[src/sv/rpc_pkg.sv]
// Shared types, constants and helper functions for the rigid pose composer.
`timescale 1ns / 1ps
package rpc_pkg;

  localparam int QW     = 16;   // quaternion component width, Q1.14
  localparam int PW     = 32;   // position component width, Q15.16
  localparam int DATA_W = 4 * QW + 3 * PW;
  localparam int UOUT_W = 2;

  localparam int PR_W   = 2 * QW + 2;   // raw quaternion product component
  localparam int U_W    = 27;           // normalized quaternion, signed
  localparam int T_W    = 36;           // cross product term, signed
  localparam int MA_W   = U_W;          // multiplier operand a
  localparam int MB_W   = T_W;          // multiplier operand b
  localparam int ACC_W  = 64;
  localparam int RR_W   = 40;           // rotated offset before the final add
  localparam int SUM_W  = 42;
  localparam int SQ_W   = 34;           // sum of four 16-bit squares
  localparam int ROOT_W = 62;
  localparam int DQ_W   = 26;           // longest quotient
  localparam int NUM_W  = 56;
  localparam int R_W    = 32;

  localparam int DQ_FINE   = 26;        // quotient bits for the Q.24 result
  localparam int DQ_COARSE = 16;        // quotient bits for the Q.14 result
  localparam int SH_FINE   = 38;
  localparam int SH_COARSE = 28;

  localparam logic KIND_LOAD    = 1'b0;
  localparam logic KIND_COMPOSE = 1'b1;

  localparam logic signed [QW-1:0] QUAT_ONE = QW'(1 << (QW - 2));

  typedef struct packed {
    logic start;
    logic fine;     // 1: Q.24 result, 0: Q.14 result
  } norm_req_t;

  typedef struct packed {
    logic done;
    logic nonzero;
  } norm_rsp_t;

  typedef struct packed {
    logic en;
    logic first;
    logic sub;
  } mac_ctl_t;

  typedef struct packed {
    logic [1:0] ai;
    logic [1:0] bi;
    logic       sub;
  } term_sel_t;

  // Hamilton product, parent on the left: a = parent, b = child.
  function automatic term_sel_t prod_term(input logic [1:0] comp, input logic [1:0] term);
    term_sel_t r;
    case ({comp, term})
      4'h0: r = '{2'd3, 2'd0, 1'b0};
      4'h1: r = '{2'd0, 2'd3, 1'b0};
      4'h2: r = '{2'd1, 2'd2, 1'b0};
      4'h3: r = '{2'd2, 2'd1, 1'b1};
      4'h4: r = '{2'd3, 2'd1, 1'b0};
      4'h5: r = '{2'd0, 2'd2, 1'b1};
      4'h6: r = '{2'd1, 2'd3, 1'b0};
      4'h7: r = '{2'd2, 2'd0, 1'b0};
      4'h8: r = '{2'd3, 2'd2, 1'b0};
      4'h9: r = '{2'd0, 2'd1, 1'b0};
      4'ha: r = '{2'd1, 2'd0, 1'b1};
      4'hb: r = '{2'd2, 2'd3, 1'b0};
      4'hc: r = '{2'd3, 2'd3, 1'b0};
      4'hd: r = '{2'd0, 2'd0, 1'b1};
      4'he: r = '{2'd1, 2'd1, 1'b1};
      default: r = '{2'd2, 2'd2, 1'b1};
    endcase
    return r;
  endfunction

  // u_vec x v: a = u, b = child position.
  function automatic term_sel_t cross_term(input logic [1:0] comp, input logic [1:0] term);
    term_sel_t r;
    case ({comp, term})
      4'h0: r = '{2'd1, 2'd2, 1'b0};
      4'h1: r = '{2'd2, 2'd1, 1'b1};
      4'h4: r = '{2'd2, 2'd0, 1'b0};
      4'h5: r = '{2'd0, 2'd2, 1'b1};
      4'h8: r = '{2'd0, 2'd1, 1'b0};
      4'h9: r = '{2'd1, 2'd0, 1'b1};
      default: r = '{2'd0, 2'd0, 1'b0};
    endcase
    return r;
  endfunction

  // u_w * t + u_vec x t: a = u, b = t.
  function automatic term_sel_t rot_term(input logic [1:0] comp, input logic [1:0] term);
    term_sel_t r;
    case ({comp, term})
      4'h0: r = '{2'd3, 2'd0, 1'b0};
      4'h1: r = '{2'd1, 2'd2, 1'b0};
      4'h2: r = '{2'd2, 2'd1, 1'b1};
      4'h4: r = '{2'd3, 2'd1, 1'b0};
      4'h5: r = '{2'd2, 2'd0, 1'b0};
      4'h6: r = '{2'd0, 2'd2, 1'b1};
      4'h8: r = '{2'd3, 2'd2, 1'b0};
      4'h9: r = '{2'd0, 2'd1, 1'b0};
      4'ha: r = '{2'd1, 2'd0, 1'b1};
      default: r = '{2'd0, 2'd0, 1'b0};
    endcase
    return r;
  endfunction

  // Round half away from zero while shifting right by s.
  function automatic logic signed [ACC_W-1:0] rnd_shift(input logic signed [ACC_W-1:0] x,
                                                        input int unsigned s);
    logic [ACC_W-1:0] m;
    m = x[ACC_W-1] ? ACC_W'(-x) : ACC_W'(x);
    m = (m + (ACC_W'(1) << (s - 1))) >> s;
    return x[ACC_W-1] ? -$signed(m) : $signed(m);
  endfunction

  function automatic logic signed [PW-1:0] sat_pos(input logic signed [SUM_W-1:0] x);
    logic signed [SUM_W-1:0] hi;
    logic signed [SUM_W-1:0] lo;
    hi = (SUM_W'(1) <<< (PW - 1)) - SUM_W'(1);
    lo = -hi - SUM_W'(1);
    if (x > hi) return PW'(hi);
    if (x < lo) return PW'(lo);
    return PW'(x);
  endfunction

  function automatic logic signed [QW-1:0] sat_quat(input logic signed [U_W-1:0] x);
    logic signed [U_W-1:0] hi;
    logic signed [U_W-1:0] lo;
    hi = (U_W'(1) <<< (QW - 1)) - U_W'(1);
    lo = -hi - U_W'(1);
    if (x > hi) return QW'(hi);
    if (x < lo) return QW'(lo);
    return QW'(x);
  endfunction

endpackage

[src/sv/rpc_mac.sv]
// Shared signed multiply-accumulate unit.
`timescale 1ns / 1ps
module rpc_mac (
  input  logic                               clk,
  input  rpc_pkg::mac_ctl_t                  ctl,
  input  logic signed [rpc_pkg::MA_W-1:0]    a,
  input  logic signed [rpc_pkg::MB_W-1:0]    b,
  output logic signed [rpc_pkg::ACC_W-1:0]   acc
);

  logic signed [rpc_pkg::MA_W+rpc_pkg::MB_W-1:0] prod;
  logic signed [rpc_pkg::ACC_W-1:0]              ext;
  logic signed [rpc_pkg::ACC_W-1:0]              base;

  assign prod = a * b;
  assign ext  = rpc_pkg::ACC_W'(prod);
  assign base = ctl.first ? '0 : acc;

  always_ff @(posedge clk) begin
    if (ctl.en) begin
      acc <= ctl.sub ? base - ext : base + ext;
    end
  end

endmodule

[config.mk]
export PLATFORM = sky130hd
export DESIGN_NAME = rpc_mac
export DESIGN_NICKNAME = d
export VERILOG_FILES = /design/src/sv/rpc_pkg.sv /design/src/sv/rpc_mac.sv
export SDC_FILE = /design/constraint.sdc
export NUM_CORES = 2
export LEC_CHECK = 0
export BUFFER_PORTS_ARGS = -buffer_cell sky130_fd_sc_hd__buf_2
export CAP_MARGIN = 5
export CELL_PAD_IN_SITES_DETAIL_PLACEMENT = 2
export CELL_PAD_IN_SITES_GLOBAL_PLACEMENT = 2
export CORE_ASPECT_RATIO = 0.5
export CORE_UTILIZATION = 30
export CTS_CLUSTER_DIAMETER = 200
export DETAILED_ROUTE_END_ITERATION = 16
export GPL_TIMING_DRIVEN = 0
export PLACE_DENSITY = 0.6
export SYNTH_ARGS = -nofsm -noshare
export SYNTH_HDL_FRONTEND = slang
export SYNTH_SLANG_ARGS = --single-unit
[constraint.sdc]
create_clock -name clk -period 16.8 [get_ports clk]
set_input_delay 3.36 -clock clk [delete_from_list [all_inputs] [get_ports clk]]
set_output_delay 3.36 -clock clk [all_outputs]
set_load 0.03 [all_outputs]
==> summary.txt <==
syn nets -> 6,023
Max Clock Freq -> 61.30 MHz
synth top area cells -> fa_1 (47%), inv_1 (9.4%), ha_1 (7.2%), and2_1 (6.5%), nand2_1 (5.5%)
routed vias -> 33,458
initial antenna violation count -> 36
Clk Latency, worst-skew pair -> 0.36 ns
DR DRC count -> 0
max_cap viols -> 0
Max FO, Critical Path -> 10
RSZ-0062 raised after global routing -> no
Synth cell types -> 89
layout filler cell count -> 15,588
outcome -> finished clean
Pre-antenna DRT Iters -> 5
Die Area -> 140,800 µm²
GRT overflow -> 0
via/cell ratio -> 4.978
largest net degree at the start of global routing -> 63
r2r endpoint -> acc[63]
Synth async-reset ratio -> 0%
Synth Flop Type -> edfxtp_1
drt wl/cell -> 26.76 µm
Synth top area share -> 47.32%
Tightest Pin Transition -> 1.212 ns
Die W -> 529.6 µm
top flop regs -> acc x64
die height -> 265.8 µm
PortBufs -> 102
relative slew slack -> 19.17%
grt met3 use -> 3.153%
crit path launch -> a[16]
worst r2r path cells -> 14
nature of the critical path startpoint -> primary input
Final Setup Violations -> 0
crit end category -> register
Hold Path Depth -> 3
post-synth top area cell -> fa_1
Core Rows -> 96
crit path to -> acc[63]
CTS Root Cell -> clkbuf_16
most common cell after layout, fill and taps aside -> inv_1
fraction of final layout cells sized beyond drive strength 1 -> 4.251%
vias in the first global route -> 38,352
final hold vios -> 0
Yosys Warn Count -> 0
global routing usage on met1 -> 37.96%
number of synthesized flops with an enable pin -> 64
final worst path period need -> 16.31 ns
core region area -> 137,700 µm²
CTS H-tree depth -> 3
cell mode on critical path -> fa_1
Max clock buf depth -> 2
Gate Count Post-Synth -> 4,729
Worst Skew -> 0.01776 ns
Routed Antenna Nets -> 0
Most Crowded Layer GR -> met2
Slowest cell on crit path -> clkbuf_1
placer congestion estimate -> 0.9126
total clock sinks -> 64
max FFs per register -> 64
worst endpoint required time -> 16.88 ns
Avg Cell Area, Syn -> 8.830 µm²
register with the most flip-flops -> acc
CTS Hold Buffers Added -> 0
Setup TNS -> 0 ns
Ports -> 131
WS Path Type -> in -> reg
Final HPWL DP -> 157,800 µm
slowest stage delay, CP -> 0.84 ns
Worst-path clk slew -> 0.06 ns
sequential share of the synthesized area -> 4.602%
Pins Over Slew Limit -> 0
worst r2r src -> acc[1]
initial core utilization -> 30.34%
Starting DRT DRC Count -> 2,010
commonest non-fill, non-tap cells in the layout -> inv_1 (1,042), fa_1 (987), nand2_1 (614), and2_1 (433), ha_1 (240)
CTS tree -> built
HP Class -> reg -> reg
GRT Util Overall -> 25.99%
first-pass GRT wire length -> 264,800 µm
flop2flop setup slack -> 12.02 ns
total setup buffers inserted after CTS -> 0
post-synthesis register bit count -> 64
critical path arrival -> 16.39 ns
fin crit share -> 97.10%
P&R area growth vs syn -> 7.913%
met2 GRT Util -> 41.31%
final-stage net count -> 6,136
Inserted Clock Buffers -> 9
WL final -> 179,900 µm
Synth Cell Area -> 41,760 µm²
kinds of logic after synthesis:
group | count (synthesis) | share of synthesized area (%)
fa+ha+maj | 1227 | 54.51
simple gates | 1496 | 18.03
mux | 5 | 0.1199
compound gates | 484 | 7.548
flops | 64 | 4.602
buf+inv | 1278 | 11.52
xor+xnor | 175 | 3.671
cell type report:
class / instances / area (µm²) / share of cell area [%]
clock inverters: 5 / 35.03 / 0.07775
flip-flops and latches: 64 / 1922 / 4.265
plain buffers: 232 / 953.4 / 2.116
repair buffers: 105 / 583.1 / 1.294
inverters: 1043 / 3915 / 8.688
well taps: 1862 / 2330 / 5.170
clock buffers: 10 / 229.0 / 0.5081
diodes: 13 / 32.53 / 0.07219
multi-input cells: 3387 / 35060 / 77.81
critical path: cells and delay by family:
family / cells / cell delay (ns)
simple gates: 11 / 3.49
buf+inv: 9 / 2.12
fa+ha+maj: 9 / 3.97
xor+xnor: 3 / 0.58
compound gates: 10 / 2.82
Yosys cell counts (64+ instances only):
cell,count
inv_1,1042
and2_1,433
clkbuf_1,229
nor2b_1,80
ha_1,240
nor2_1,135
a21o_1,65
xnor2_1,124
a21oi_1,167
o21ai_0,64
nand2_1,614
edfxtp_1,64
fa_1,987
worst min path at each step:
stage / startpoint / endpoint
after floorplan: acc[0] / acc[0]
after global placement: acc[63] / acc[63]
after detailed placement: acc[63] / acc[63]
after CTS: acc[62] / acc[62]
after global routing: acc[62] / acc[62]
final: acc[63] / acc[63]
metal layers:
layer,wire [µm],vias up
met5,8,-
met4,3357,2
met3,9439,146
met2,80830,789
met1,86220,18043
li1,-,14478
through the flow:
stage          utilization [%]  setup WS [ns]  std cells  cell area [µm²]  hold WS, ns
2_1_floorplan                -          2.853       4729            41760       0.9540
3_3_place_gp             32.40         -1.096       6693            44600       0.8338
3_5_place_dp             32.45         -1.025       6696            44670       0.8642
4_1_cts                  32.67       0.003224       6708            44970       0.8798
5_1_grt                  32.72        0.01545       6712            45040       0.9104
6_report                 32.74         0.4873       6721            45060       0.8609
repair_timing:
item,CTS,global route
setup endpoints to repair,4,4
resized for setup,32,50
pin swaps,0,0
Power is not shown: default switching activity piles up to over one toggle a cycle in this logic, so the estimate is an artifact.
