**config.mk**
```make
export PLATFORM = sky130hd
export DESIGN_NAME = rpc_norm
export DESIGN_NICKNAME = d
export VERILOG_FILES = /design/src/sv/rpc_pkg.sv /design/src/sv/rpc_norm.sv
export SDC_FILE = /design/constraint.sdc
export NUM_CORES = 2
export LEC_CHECK = 0
export BUFFER_PORTS_ARGS = -buffer_cell sky130_fd_sc_hd__buf_2
export CORE_AREA = 2 2 258 260
export DETAILED_ROUTE_END_ITERATION = 6
export DIE_AREA = 0 0 260 262
export MAX_ROUTING_LAYER = met4
export PLACE_DENSITY_LB_ADDON = 0.08
export SLEW_MARGIN = 30
export SYNTH_ARGS = -nofsm -noshare
export SYNTH_HDL_FRONTEND = slang
export SYNTH_SLANG_ARGS = --single-unit
```
**constraint.sdc**
```tcl
create_clock -name clk -period 27.9 [get_ports clk]
set_clock_uncertainty 0.05 [all_clocks]
set_input_delay 5.58 -clock clk [delete_from_list [all_inputs] [get_ports clk]]
set_output_delay 5.58 -clock clk [all_outputs]
set_load 0.02 [all_outputs]
```
**src/sv/rpc_pkg.sv**
```systemverilog
// Shared types, constants and helper functions for the rigid pose composer.
`timescale 1ns / 1ps
package rpc_pkg;

  localparam int QW     = 16;   // quaternion component width, Q1.14
  localparam int PW     = 32;   // position component width, Q15.16
  localparam int DATA_W = 4 * QW + 3 * PW;
  localparam int UOUT_W = 2;

  localparam int PR_W   = 2 * QW + 2;   // raw quaternion product component
  localparam int U_W    = 27;           // normalized quaternion, signed
  localparam int T_W    = 36;           // cross product term, signed
  localparam int MA_W   = U_W;          // multiplier operand a
  localparam int MB_W   = T_W;          // multiplier operand b
  localparam int ACC_W  = 64;
  localparam int RR_W   = 40;           // rotated offset before the final add
  localparam int SUM_W  = 42;
  localparam int SQ_W   = 34;           // sum of four 16-bit squares
  localparam int ROOT_W = 62;
  localparam int DQ_W   = 26;           // longest quotient
  localparam int NUM_W  = 56;
  localparam int R_W    = 32;

  localparam int DQ_FINE   = 26;        // quotient bits for the Q.24 result
  localparam int DQ_COARSE = 16;        // quotient bits for the Q.14 result
  localparam int SH_FINE   = 38;
  localparam int SH_COARSE = 28;

  localparam logic KIND_LOAD    = 1'b0;
  localparam logic KIND_COMPOSE = 1'b1;

  localparam logic signed [QW-1:0] QUAT_ONE = QW'(1 << (QW - 2));

  typedef struct packed {
    logic start;
    logic fine;     // 1: Q.24 result, 0: Q.14 result
  } norm_req_t;

  typedef struct packed {
    logic done;
    logic nonzero;
  } norm_rsp_t;

  typedef struct packed {
    logic en;
    logic first;
    logic sub;
  } mac_ctl_t;

  typedef struct packed {
    logic [1:0] ai;
    logic [1:0] bi;
    logic       sub;
  } term_sel_t;

  // Hamilton product, parent on the left: a = parent, b = child.
  function automatic term_sel_t prod_term(input logic [1:0] comp, input logic [1:0] term);
    term_sel_t r;
    case ({comp, term})
      4'h0: r = '{2'd3, 2'd0, 1'b0};
      4'h1: r = '{2'd0, 2'd3, 1'b0};
      4'h2: r = '{2'd1, 2'd2, 1'b0};
      4'h3: r = '{2'd2, 2'd1, 1'b1};
      4'h4: r = '{2'd3, 2'd1, 1'b0};
      4'h5: r = '{2'd0, 2'd2, 1'b1};
      4'h6: r = '{2'd1, 2'd3, 1'b0};
      4'h7: r = '{2'd2, 2'd0, 1'b0};
      4'h8: r = '{2'd3, 2'd2, 1'b0};
      4'h9: r = '{2'd0, 2'd1, 1'b0};
      4'ha: r = '{2'd1, 2'd0, 1'b1};
      4'hb: r = '{2'd2, 2'd3, 1'b0};
      4'hc: r = '{2'd3, 2'd3, 1'b0};
      4'hd: r = '{2'd0, 2'd0, 1'b1};
      4'he: r = '{2'd1, 2'd1, 1'b1};
      default: r = '{2'd2, 2'd2, 1'b1};
    endcase
    return r;
  endfunction

  // u_vec x v: a = u, b = child position.
  function automatic term_sel_t cross_term(input logic [1:0] comp, input logic [1:0] term);
    term_sel_t r;
    case ({comp, term})
      4'h0: r = '{2'd1, 2'd2, 1'b0};
      4'h1: r = '{2'd2, 2'd1, 1'b1};
      4'h4: r = '{2'd2, 2'd0, 1'b0};
      4'h5: r = '{2'd0, 2'd2, 1'b1};
      4'h8: r = '{2'd0, 2'd1, 1'b0};
      4'h9: r = '{2'd1, 2'd0, 1'b1};
      default: r = '{2'd0, 2'd0, 1'b0};
    endcase
    return r;
  endfunction

  // u_w * t + u_vec x t: a = u, b = t.
  function automatic term_sel_t rot_term(input logic [1:0] comp, input logic [1:0] term);
    term_sel_t r;
    case ({comp, term})
      4'h0: r = '{2'd3, 2'd0, 1'b0};
      4'h1: r = '{2'd1, 2'd2, 1'b0};
      4'h2: r = '{2'd2, 2'd1, 1'b1};
      4'h4: r = '{2'd3, 2'd1, 1'b0};
      4'h5: r = '{2'd2, 2'd0, 1'b0};
      4'h6: r = '{2'd0, 2'd2, 1'b1};
      4'h8: r = '{2'd3, 2'd2, 1'b0};
      4'h9: r = '{2'd0, 2'd1, 1'b0};
      4'ha: r = '{2'd1, 2'd0, 1'b1};
      default: r = '{2'd0, 2'd0, 1'b0};
    endcase
    return r;
  endfunction

  // Round half away from zero while shifting right by s.
  function automatic logic signed [ACC_W-1:0] rnd_shift(input logic signed [ACC_W-1:0] x,
                                                        input int unsigned s);
    logic [ACC_W-1:0] m;
    m = x[ACC_W-1] ? ACC_W'(-x) : ACC_W'(x);
    m = (m + (ACC_W'(1) << (s - 1))) >> s;
    return x[ACC_W-1] ? -$signed(m) : $signed(m);
  endfunction

  function automatic logic signed [PW-1:0] sat_pos(input logic signed [SUM_W-1:0] x);
    logic signed [SUM_W-1:0] hi;
    logic signed [SUM_W-1:0] lo;
    hi = (SUM_W'(1) <<< (PW - 1)) - SUM_W'(1);
    lo = -hi - SUM_W'(1);
    if (x > hi) return PW'(hi);
    if (x < lo) return PW'(lo);
    return PW'(x);
  endfunction

  function automatic logic signed [QW-1:0] sat_quat(input logic signed [U_W-1:0] x);
    logic signed [U_W-1:0] hi;
    logic signed [U_W-1:0] lo;
    hi = (U_W'(1) <<< (QW - 1)) - U_W'(1);
    lo = -hi - U_W'(1);
    if (x > hi) return QW'(hi);
    if (x < lo) return QW'(lo);
    return QW'(x);
  endfunction

endpackage

```
**src/sv/rpc_norm.sv**
```systemverilog
// Quaternion normalize unit: shift search, sum of squares, serial root, serial divide.
`timescale 1ns / 1ps
module rpc_norm (
  input  logic                                  clk,
  input  logic                                  rst,
  input  rpc_pkg::norm_req_t                    req,
  input  logic [3:0][rpc_pkg::PR_W-1:0]         c,
  output rpc_pkg::norm_rsp_t                    rsp,
  output logic [3:0][rpc_pkg::U_W-1:0]          o
);

  typedef enum logic [2:0] {
    N_IDLE, N_SHIFT, N_SQ, N_CHK, N_ROOT, N_DLOAD, N_DRUN
  } nstate_t;

  nstate_t                     state;
  logic [3:0][rpc_pkg::PR_W-1:0] m;
  logic [3:0]                  neg;
  logic                        fine;
  logic [1:0]                  idx;
  logic [rpc_pkg::SQ_W-1:0]    s2;
  logic [rpc_pkg::ROOT_W-1:0]  rn;
  logic [rpc_pkg::ROOT_W-1:0]  res;
  logic [4:0]                  j;
  logic [rpc_pkg::R_W-1:0]     rem;
  logic [rpc_pkg::DQ_W-1:0]    lo;
  logic [rpc_pkg::DQ_W-1:0]    qv;
  logic [4:0]                  cnt;

  logic                        big;
  logic [2*16-1:0]             sq;
  logic [rpc_pkg::ROOT_W-1:0]  bitv;
  logic [rpc_pkg::ROOT_W:0]    trial;
  logic                        rge;
  logic [rpc_pkg::R_W-1:0]     rt;
  logic [rpc_pkg::NUM_W-1:0]   num;
  logic [rpc_pkg::R_W:0]       rem2;
  logic                        dge;
  logic [rpc_pkg::DQ_W-1:0]    qn;

  always_comb begin
    big = 1'b0;
    for (int i = 0; i < 4; i++) begin
      big = big | (|m[i][rpc_pkg::PR_W-1:16]);
    end
  end

  assign sq    = m[idx][15:0] * m[idx][15:0];
  assign bitv  = rpc_pkg::ROOT_W'(1) << {j, 1'b0};
  assign trial = {1'b0, res} + {1'b0, bitv};
  assign rge   = {1'b0, rn} >= trial;
  assign rt    = res[rpc_pkg::R_W-1:0];
  assign num   = fine ? (rpc_pkg::NUM_W'(m[idx][15:0]) << rpc_pkg::SH_FINE)
                          + rpc_pkg::NUM_W'(rt >> 1)
                      : (rpc_pkg::NUM_W'(m[idx][15:0]) << rpc_pkg::SH_COARSE)
                          + rpc_pkg::NUM_W'(rt >> 1);
  assign rem2  = {rem, lo[rpc_pkg::DQ_W-1]};
  assign dge   = rem2 >= {1'b0, rt};
  assign qn    = {qv[rpc_pkg::DQ_W-2:0], dge};

  always_ff @(posedge clk) begin
    if (rst) begin
      state       <= N_IDLE;
      rsp.done    <= 1'b0;
      rsp.nonzero <= 1'b0;
    end else begin
      // pulse done on a zero norm or after the last quotient
      rsp.done <= ((state == N_CHK) && (s2 == '0))
                  || ((state == N_DRUN) && (cnt == 5'd1) && (idx == 2'd3));
      case (state)
        N_IDLE: begin
          if (req.start) begin
            fine <= req.fine;
            for (int i = 0; i < 4; i++) begin
              neg[i] <= c[i][rpc_pkg::PR_W-1];
              m[i]   <= c[i][rpc_pkg::PR_W-1] ? -c[i] : c[i];
            end
            state <= N_SHIFT;
          end
        end
        N_SHIFT: begin
          // drop one bit a cycle until every magnitude fits 16 bits
          if (big) begin
            for (int i = 0; i < 4; i++) begin
              m[i] <= m[i] >> 1;
            end
          end else begin
            idx   <= 2'd0;
            s2    <= '0;
            state <= N_SQ;
          end
        end
        N_SQ: begin
          s2  <= s2 + rpc_pkg::SQ_W'(sq);
          idx <= idx + 2'd1;
          if (idx == 2'd3) begin
            state <= N_CHK;
          end
        end
        N_CHK: begin
          if (s2 == '0) begin
            rsp.nonzero <= 1'b0;
            state       <= N_IDLE;
          end else begin
            rn    <= {s2, 28'b0};
            res   <= '0;
            j     <= 5'd30;
            state <= N_ROOT;
          end
        end
        N_ROOT: begin
          if (rge) begin
            rn  <= rn - trial[rpc_pkg::ROOT_W-1:0];
            res <= (res >> 1) + bitv;
          end else begin
            res <= res >> 1;
          end
          j <= j - 5'd1;
          if (j == 5'd0) begin
            idx   <= 2'd0;
            state <= N_DLOAD;
          end
        end
        N_DLOAD: begin
          rem   <= fine ? rpc_pkg::R_W'(num >> rpc_pkg::DQ_FINE)
                        : rpc_pkg::R_W'(num >> rpc_pkg::DQ_COARSE);
          lo    <= fine ? num[rpc_pkg::DQ_W-1:0]
                        : {num[rpc_pkg::DQ_COARSE-1:0],
                           (rpc_pkg::DQ_W - rpc_pkg::DQ_COARSE)'(0)};
          qv    <= '0;
          cnt   <= fine ? 5'(rpc_pkg::DQ_FINE) : 5'(rpc_pkg::DQ_COARSE);
          state <= N_DRUN;
        end
        N_DRUN: begin
          rem <= dge ? rpc_pkg::R_W'(rem2 - {1'b0, rt}) : rem2[rpc_pkg::R_W-1:0];
          qv  <= qn;
          lo  <= lo << 1;
          cnt <= cnt - 5'd1;
          if (cnt == 5'd1) begin
            o[idx] <= neg[idx] ? -rpc_pkg::U_W'(qn) : rpc_pkg::U_W'(qn);
            idx    <= idx + 2'd1;
            if (idx == 2'd3) begin
              rsp.nonzero <= 1'b1;
              state       <= N_IDLE;
            end else begin
              state <= N_DLOAD;
            end
          end
        end
        default: state <= N_IDLE;
      endcase
    end
  end

endmodule

```
==> results.txt <==
* Overall overflow remaining after global route: 0
* Largest net degree at the start of global routing: 256
* Utilization of the core after routing: between 70 and 80%
* Layout area overhead: 8.92%
- The hold violation count in the final report came to 0.
- In this run, post-CTS hold repair placed 0 buffers.
* Sinks on Clock Net: 507
- Number of antenna violations at the first check in global routing: 4
* # IOs: 250
- Along the worst path, the maximum fanout reaches 26.
- Cells after DPL: 5433
- Clock-pin slew was measured on the worst setup and hold paths at 0.07 ns.
* Site Rows: 94
* Post-layout minimum cycle time: 8.55 ns
- For the pin with the worst max-slew slack, the measured transition is 0.978 ns.
- Critical path class: register to register
* Via count of the first global-routing pass: 32500
* Worst reg2reg setup slack: ~19 ns
- Total of warnings raised by yosys: 0
- After routing, the total negative slack on setup checks comes to 0 ns.
* Total Routed Length: ~110000 microns
- For this run, the leading register cell type out of synthesis is edfxtp_1.
* Fin nets: about 5200
* Proportion of register bits with asynchronous set or reset after synthesis: 0%
* Portion of the clock cycle consumed by the worst path in the final layout: 30.6%
* Num CTS Buffers: 55
* Buffers added on ports: 249
- The floorplan step defined a core boundary enclosing 65300 sq um.
- # H-tree levels: 2
* Number of antenna-violating nets in the routed design: 0
- The worst setup path is captured at a register.
- In the final routed layout, each cell accounts on average for 20.6 microns.
- The total count of max-transition violations in the final report came to 0.
- Setup repair after global routing left no endpoint under its margin.
- For this configuration, the core starts out at a cell density of between 60% and 70%.
- Clock insertion delay at the later pin of the skew report: 0.65 ns
* HPWL Detailed: around 86000 microns
* Die Footprint: around 68000 sq um
- Setup crit start kind: register
- Derived from the worst setup path, the maximum achievable clock frequency is about 0.12 GHz.
* Crit path required time: 28.20 ns
* Chip Width: 260 microns
- CTS Buffer Depth: 3
* Worst Hold Margin: between 0.4 and 0.5 ns
* Total Routing Usage GR: 34.8%
- Measured against its own limit, the worst slew margin works out to 34.1%.
* Unique cell type count in the Yosys netlist: a little under 100
* Via-to-Cell Ratio: 6.12
- Number of design rule violations left after detail routing: 0
- The flow ran to the end, and the final reports show no timing, DRC or antenna violations.
- In this run the worst hold path is classified as register to register.
- The synthesized design contains 502 enable-type register cells.
* Number of cells in the finished layout apart from fillers: approximately 5500
- Total nets after synthesis: about 5100
* Setup-violating endpoint count in the final report: 0
- CTS tree: yes
* Die height: 262 microns
- For this block, the initial DRC count from the detailed router was 3608.
* Flops & latches, synth: 507
- Critical path data arrival time: 8.85 ns
- The slowest stage of the critical path belongs to the cell fa_1.
- After technology mapping, the gate count stands at between 4000 and 5000.
- Average footprint of a synthesized cell: about 9.4 sq um
* CP max stage delay: 0.54 ns
- Post-CTS timing repair inserted 0 buffers for setup.
- Sequential fraction of the synthesis area: 35.9%
* Count of maximum capacitance violations: 0
* Global-route wire length before repair: 180000 microns
- After clock tree synthesis, the repair step resized 0 gates.
- Syn Std Cell Area: 42300 sq um
* Fraction of layout instances using a drive strength above 1: under 10%
- CTS root buf: clkbuf_16
- Vias after detailed routing: 33900
- Number of search-and-repair iterations in the first detailed-routing pass: 7
* Gp weighted congestion: 0.980
-- state kept, by name, summed over array words and instances (netlist names) --
signal	flops
cnt	5
fine	1
idx	2
j	5
lo	26
m	136
neg	4
o	108
qv	25
rem	32
res	62
rn	62
rsp	2
s2	34
state	3
-- final timing paths --
kind           from      to  cells after the start
max          idx[1]  s2[32]                     28
min reg2reg  rsp[0]  rsp[0]                      2
min          rsp[0]  rsp[0]                      2
max reg2reg  idx[1]  s2[32]                     28
-- metal layers --
metal / vias to the layer above / global-route usage [%] / part of all wire (%)
met1: 16300 / 47.0 / 42
met4: 0 / 13.3 / 3.9
met3: 251 / 4.23 / 7.3
met5: - / - / 0
met2: 1291 / 54.1 / 47
li1: 16000 / - / -
-- through the flow --
stage	setup slack (ns)	instance area (sq um)
after floorplan	13.69	42300
after global placement	19.27	44200
after detailed placement	19.24	44200
after CTS	19.45	46000
after global routing	18.94	46000
final	19.35	46000
-- critical path, delay by kind of cell (launching register included) --
family | cells | cell delay, ns
flip-flops | 1 | 0.32
AO/OA/AOI/OAI | 8 | 2.37
adder cells (fa/ha/maj) | 7 | 3.31
AND/OR/NAND/NOR | 4 | 0.53
buffers and inverters | 7 | 1.11
multiplexers | 1 | 0.38
XOR/XNOR | 1 | 0.16
-- area by class of cell --
type	instances	area, sq um
Antenna cell	4	10.0
Clock buffer	63	1410
Clock inverter	37	420
Fill cell	5165	19200
Inverter	437	1640
Multi-Input combinational cell	3343	24800
Sequential cell	507	15200
Tap cell	864	1080
Timing Repair Buffer	283	1530
-- cells in the mapped netlist, types with 49 or more instances --
cell type | count | area (sq um)
a21o_1 | 80 | 601
a21oi_1 | 194 | 971
a31oi_1 | 63 | 394
and2_1 | 59 | 369
clkbuf_1 | 159 | 597
edfxtp_1 | 502 | 15100
fa_1 | 197 | 3940
ha_1 | 278 | 3480
inv_1 | 437 | 1640
nand2_1 | 563 | 2110
nand3_1 | 49 | 245
nand4_1 | 52 | 325
nor2_1 | 345 | 1290
nor3_1 | 59 | 295
o21ai_0 | 329 | 1650
xnor2_1 | 170 | 1490
xor2_1 | 236 | 2070
-- cell usage in the layout (no fill, tap or decap), types with 43 or more instances in the layout --
master and count:
a21o_1 80, a21oi_1 192, a31oi_1 63, and2_1 58, buf_2 249, clkbuf_16 55
edfxtp_1 502, fa_1 197, ha_1 278, inv_1 437, mux2i_1 44, nand2_1 561
nand2b_1 43, nand3_1 49, nand4_1 52, nor2_1 344, nor3_1 58, nor4_1 44
o21ai_0 329, o31ai_1 46, xnor2_1 170, xor2_1 236
-- kinds of logic (layout without fill, tap and decap cells) --
| kind of cell | count (synthesis) | after routing | synth area share, % |
|---|---|---|---|
| other | 0 | 4 | 0 |
| xor gates and xnor gates | 407 | 407 | 8.45 |
| buffers and inverters | 629 | 820 | 5.70 |
| muxes | 65 | 65 | 1.95 |
| adders and majority gates | 478 | 478 | 17.6 |
| and+or+nand+nor | 1398 | 1398 | 15.3 |
| DFF | 507 | 507 | 35.9 |
| AOI/OAI and AO/OA | 995 | 995 | 15.0 |
Power is not shown: default switching activity piles up to over one toggle a cycle in this logic, so the estimate is an artifact.
